===== config.mk =====
export PLATFORM = sky130hd
export DESIGN_NAME = sab_ram
export DESIGN_NICKNAME = d
export VERILOG_FILES = /design/src/design/source_attempt_blocker_macros.svh /design/src/design/sab_ram.sv
export SDC_FILE = /design/constraint.sdc
export NUM_CORES = 1
export LEC_CHECK = 0
export BUFFER_PORTS_ARGS = -buffer_cell sky130_fd_sc_hd__buf_2
export CAP_MARGIN = 40
export CORE_MARGIN = 2
export CORE_UTILIZATION = 45
export DETAILED_ROUTE_END_ITERATION = 10
export PLACE_DENSITY = 0.65
export SYNTH_ARGS = -nofsm -noshare
export SYNTH_HDL_FRONTEND = slang
export SYNTH_SLANG_ARGS = --single-unit

===== constraint.sdc =====
create_clock -name clk -period 2.02 [get_ports clk]
set_input_delay 0.303 -clock clk [delete_from_list [all_inputs] [get_ports clk]]
set_output_delay 0.303 -clock clk [all_outputs]
set_load 0.02 [all_outputs]

===== src/design/source_attempt_blocker_macros.svh =====
// Assertion macros for the source attempt blocker
`ifndef SOURCE_ATTEMPT_BLOCKER_MACROS_SVH
`define SOURCE_ATTEMPT_BLOCKER_MACROS_SVH

// condition holds in the same cycle as its trigger
`define SAB_ASSERT_SAME(label, trig, cond, msg) \
	label: assert property (@(posedge clk) disable iff (!arst_n) (trig) |-> (cond)) \
		else $error(msg);

// condition holds in the cycle after its trigger
`define SAB_ASSERT_NEXT(label, trig, cond, msg) \
	label: assert property (@(posedge clk) disable iff (!arst_n) (trig) |=> (cond)) \
		else $error(msg);

`endif


===== src/design/sab_ram.sv =====
// Generic single-port-write, registered-read RAM
`timescale 1ns / 1ps
module sab_ram #(
	parameter int WIDTH = 8,
	parameter int DEPTH = 16
) (
	input  logic                                       clk,
	input  logic                                       we,
	input  logic [((DEPTH > 1) ? $clog2(DEPTH) : 1)-1:0] waddr,
	input  logic [WIDTH-1:0]                           wdata,
	input  logic                                       re,
	input  logic [((DEPTH > 1) ? $clog2(DEPTH) : 1)-1:0] raddr,
	output logic [WIDTH-1:0]                           rdata
);
	logic [WIDTH-1:0] mem [DEPTH];

	always_ff @(posedge clk) begin
		if (we) begin
			mem[waddr] <= wdata;
		end
		if (re) begin
			rdata <= mem[raddr];
		end
	end
endmodule


# Word-level counts from Yosys, hierarchy flattened
# Memory sizes are Yosys's and may differ from the RTL's. A register that Yosys moved wholly into a read port is not among the register bits.
# Cells that the tools add are included.
# totals
register_bits	0
latchBits	0
ram_bits	128
mem_bits_ro	0
inputBits	19
output_inout_bits	8
word_cells	3
mem_count	1
# mem_list
memory	depth	word_bits	rd	rd_clocked_by_memory_dff	write_ports	line_no	rtl
mem	16	8	1	1	1	sab_ram.sv:15	logic [WIDTH-1:0] mem [DEPTH];
# op_classes
n_addsub	0
n_mul	0
div	0
order_cmp	0
eq_ne	0
shifts	0
muxes	2
bitwise_logic	0
n_reduce_logical	0
# ops
cell	count
2-to-1 mux 1 bit	2

# Longest topological paths before layout
# depth
ltp_word	2
ltp_mapped	5
ltp_nobuf	3

# Least setup slack after synthesis
# No wires, ideal clock.
# synth_timing
path_type	input to register
from	input waddr[2] (netlist name)
to	memory mem[0][0], enable pin
t_arrival_ns	1.413
setup_slack_ns	0.224
cell_stages	2
n_path_buf	0
path_cell_list	or3b_2 > nor3_1
# synth_lines
item	line_no	rtl
start, declared	sab_ram.sv:9	input logic [((DEPTH > 1) ? $clog2(DEPTH) : 1)-1:0] waddr,
end, declared	sab_ram.sv:15	
# No word-level cell before the write port.

==> metrics.txt <==
outcome finished clean; post-synthesis mux area share 0.1479; last weighted congestion value of the routability-driven placer slightly above 0.7; synth top area cells edfxtp_1 78%, mux4_2 7.8%, mux4_1 7.0%; effective utilization at floorplan 0.4598; final slew viol count 0; pin count of the biggest net entering global routing 33; Antenna Nets Post-Route 0; Max VDD drop about 0.0006 V; number of hold buffers added after CTS 0; DRC violations left 0; share of the synthesized area in compound gates (AO/OA/AOI/OAI) 0.02298; largest family of logic cells by synthesized area multiplexers; number of max-capacitance violations reported 0; Ports 27; clock slew at reported path FFs 0.05 ns; post-route minimum period ~1.6 ns; synthesized area divided by synthesized cell count about 23 µm²; Avg WL per Cell 22.17 µm; standby leakage power 2.080 nW; Num Clock Sinks between 100 and 150; Worst Setup Start Kind flop; input/output buffers 26; post-synthesis share of cell area spent on and, or, nand and nor gates 0.03135; Routed WL 9665 µm; proportion of layout cells with a drive suffix above 1 0.3003; number of buffers on the longest clock path 2; number of DRC markers in iteration 0 ~240; final number of setup-violating endpoints 0; floorplan core area ~11000 µm²; synthesized-area fraction occupied by adder cells 0; PD cells roughly 1000 nW/µm²; Layout Area Growth over Synthesis 17.45%; worst hold path class primary input to flop; wire length of the first global-routing pass roughly 15000 µm; Synth Instances 229; final core utilization 0.5400; half-perimeter wire length of the detailed placement result roughly 6000 µm; Clock H-tree levels 4; setup repair after global routing missed its margin no; Slew Limit Headroom 0.7105; number of synthesized register bits about 140; final critical-path share of the clock period 0.7725; die extent in y around 110 µm; Data required, critical path 2.17 ns; Critical Path End Type flop; unique cell type count in the Yosys netlist 18; horizontal die dimension roughly 110 µm; number of standard-cell rows in the floorplan 39; type of the worst setup path flop to flop; CTS tree done; global-route congestion overflow total 0; CP Max Fanout 1; Pre-Repair DR Iteration Count 4; vias after detailed routing 2432; Setup Skew 0.006115 ns; Tightest Pin Transition 0.4342 ns; Post-Synth XOR/XNOR Area 0; sequential cell area fraction in the yosys report 0.7812; routed via count divided by cell count around 5.6; total setup buffers inserted after CTS 0; CTS Root Cell clkbuf_16; portion of synthesized cell area occupied by the leading cell type 0.7812; crit path DAT between 1.5 and 2 ns; final net count about 300; combined area of all synthesized cells about 5200 µm²; Tot GR Track Use 0.1691; number of global-route vias before repair between 2000 and 3000; post-cts resize count 0; timing-limited maximum frequency around 0.64 GHz; initial antenna violation count 0; total nets after synthesis between 200 and 250; worst-skew pair later-pin latency between 0.4 and 0.5 ns; number of warnings reported in the yosys synthesis log 0; CTS buffer count 17; cell taking the most area after synthesis edfxtp_1; count of inserted antenna diode cells 0; die area between 10000 and 15000 µm²; Setup Total Neg Slack 0 ns; number of failing hold endpoints at the final stage 0
==> area by class of cell <==
type	count	area, µm²
repair buffers	47	325.3
clock buffers	19	432.9
well taps	143	178.9
flip-flops and latches	136	4084
multi-input cells	83	1057
fillers	876	5230
clock inverters	8	61.31
==> layout by cell type (no fill, tap or decap) <==
cell type  netlist  routed
nor2b_1          1       1
nor2_1          13      13
mux4_2          18      18
buf_2            3      26
nand3_1          1       1
clkbuf_16        0      17
clkbuf_1         0       2
and2_1           1       1
buf_4            1      18
buf_12           0       3
nand2b_1         2       2
nor3_1           4       4
clkinv_2         0       4
edfxtp_1       136     136
nand3b_1         2       2
nand2_1          9       9
and2b_1          1       1
a22oi_1         16      16
bufinv_16        0       1
or3b_2           1       1
mux4_1          14      14
clkinv_1         0       3
==> Yosys cell counts (all sizes together) <==
| cell type | instances |
|---|---|
| nand3b | 2 |
| mux4 | 32 |
| or3b | 1 |
| buf | 7 |
| clkdlybuf4s25 | 3 |
| nor2 | 13 |
| nand2b | 2 |
| nand2 | 9 |
| and2 | 1 |
| nor2b | 1 |
| edfxtp | 136 |
| a22oi | 16 |
| nor3 | 4 |
| nand3 | 1 |
| and2b | 1 |
==> per-stage QoR <==
| stage | setup slack [ns] | hold WS [ns] | std cells | total power, W | instance area (µm²) |
|---|---|---|---|---|---|
| finish | 0.4595 | 0.2678 | 436 | 0.006132 | 6140 |
| global route | 0.4047 | 0.2592 | 436 | 0.006356 | 6140 |
| CTS | 0.4489 | 0.2559 | 436 | 0.006197 | 6140 |
| detailed placement | 0.1224 | 0.6908 | 409 | 0.003570 | 5645 |
| global placement | 0.1307 | 0.6879 | 409 | 0.003560 | 5645 |
| floorplan | 0.2241 | 0.4019 | 229 | 0.003429 | 5228 |
==> path summary, 6_finish.rpt <==
check	startpoint	to	slack (ns)	cells after the start
worst max-delay path	mem[9][5]	rdata[5]	0.46	3
worst max register to register	mem[9][5]	rdata[5]	0.46	3
worst min-delay path	wdata[4]	mem[7][4]	0.27	1
worst min register to register	mem[7][7]	rdata[7]	0.75	3
==> where the power goes <==
part	leakage, nW	switching, W	internal [W]
Sequential	1.24	0.0000177	0.00318
Clock	0.246	0.000999	0.00163
Combinational	0.598	0.000175	0.000130
==> worst max-delay path, stage by stage, from the launching register on <==
cell and delay [ns]:
edfxtp_1 0.35, mux4_1 0.52, a22oi_1 0.34, nand2_1 0.09
==> sequential cells by signal, indices dropped and copies added, names as in the netlist <==
| signal | flops |
|---|---|
| mem | 128 |
| rdata | 8 |
==> cells by family (layout without fill, tap and decap cells) <==
group | after synthesis | after routing
and+or+nand+nor | 35 | 35
AOI/OAI and AO/OA | 16 | 16
muxes | 32 | 32
DFF | 136 | 136
buffers and inverters | 10 | 74
==> metal layers <==
metal / part of all wire / wire length [µm] / vias to the layer above / global-route usage
li1: - / - / 1091 / -
met1: 0.41 / 3971 / 1218 / 0.2253
met2: 0.49 / 4756 / 109 / 0.2622
met3: 0.082 / 795 / 14 / 0.05008
met4: 0.015 / 142 / 0 / 0.07407
met5: 0 / 0 / - / 0
Note: power is estimated with default switching activity, not from simulation.
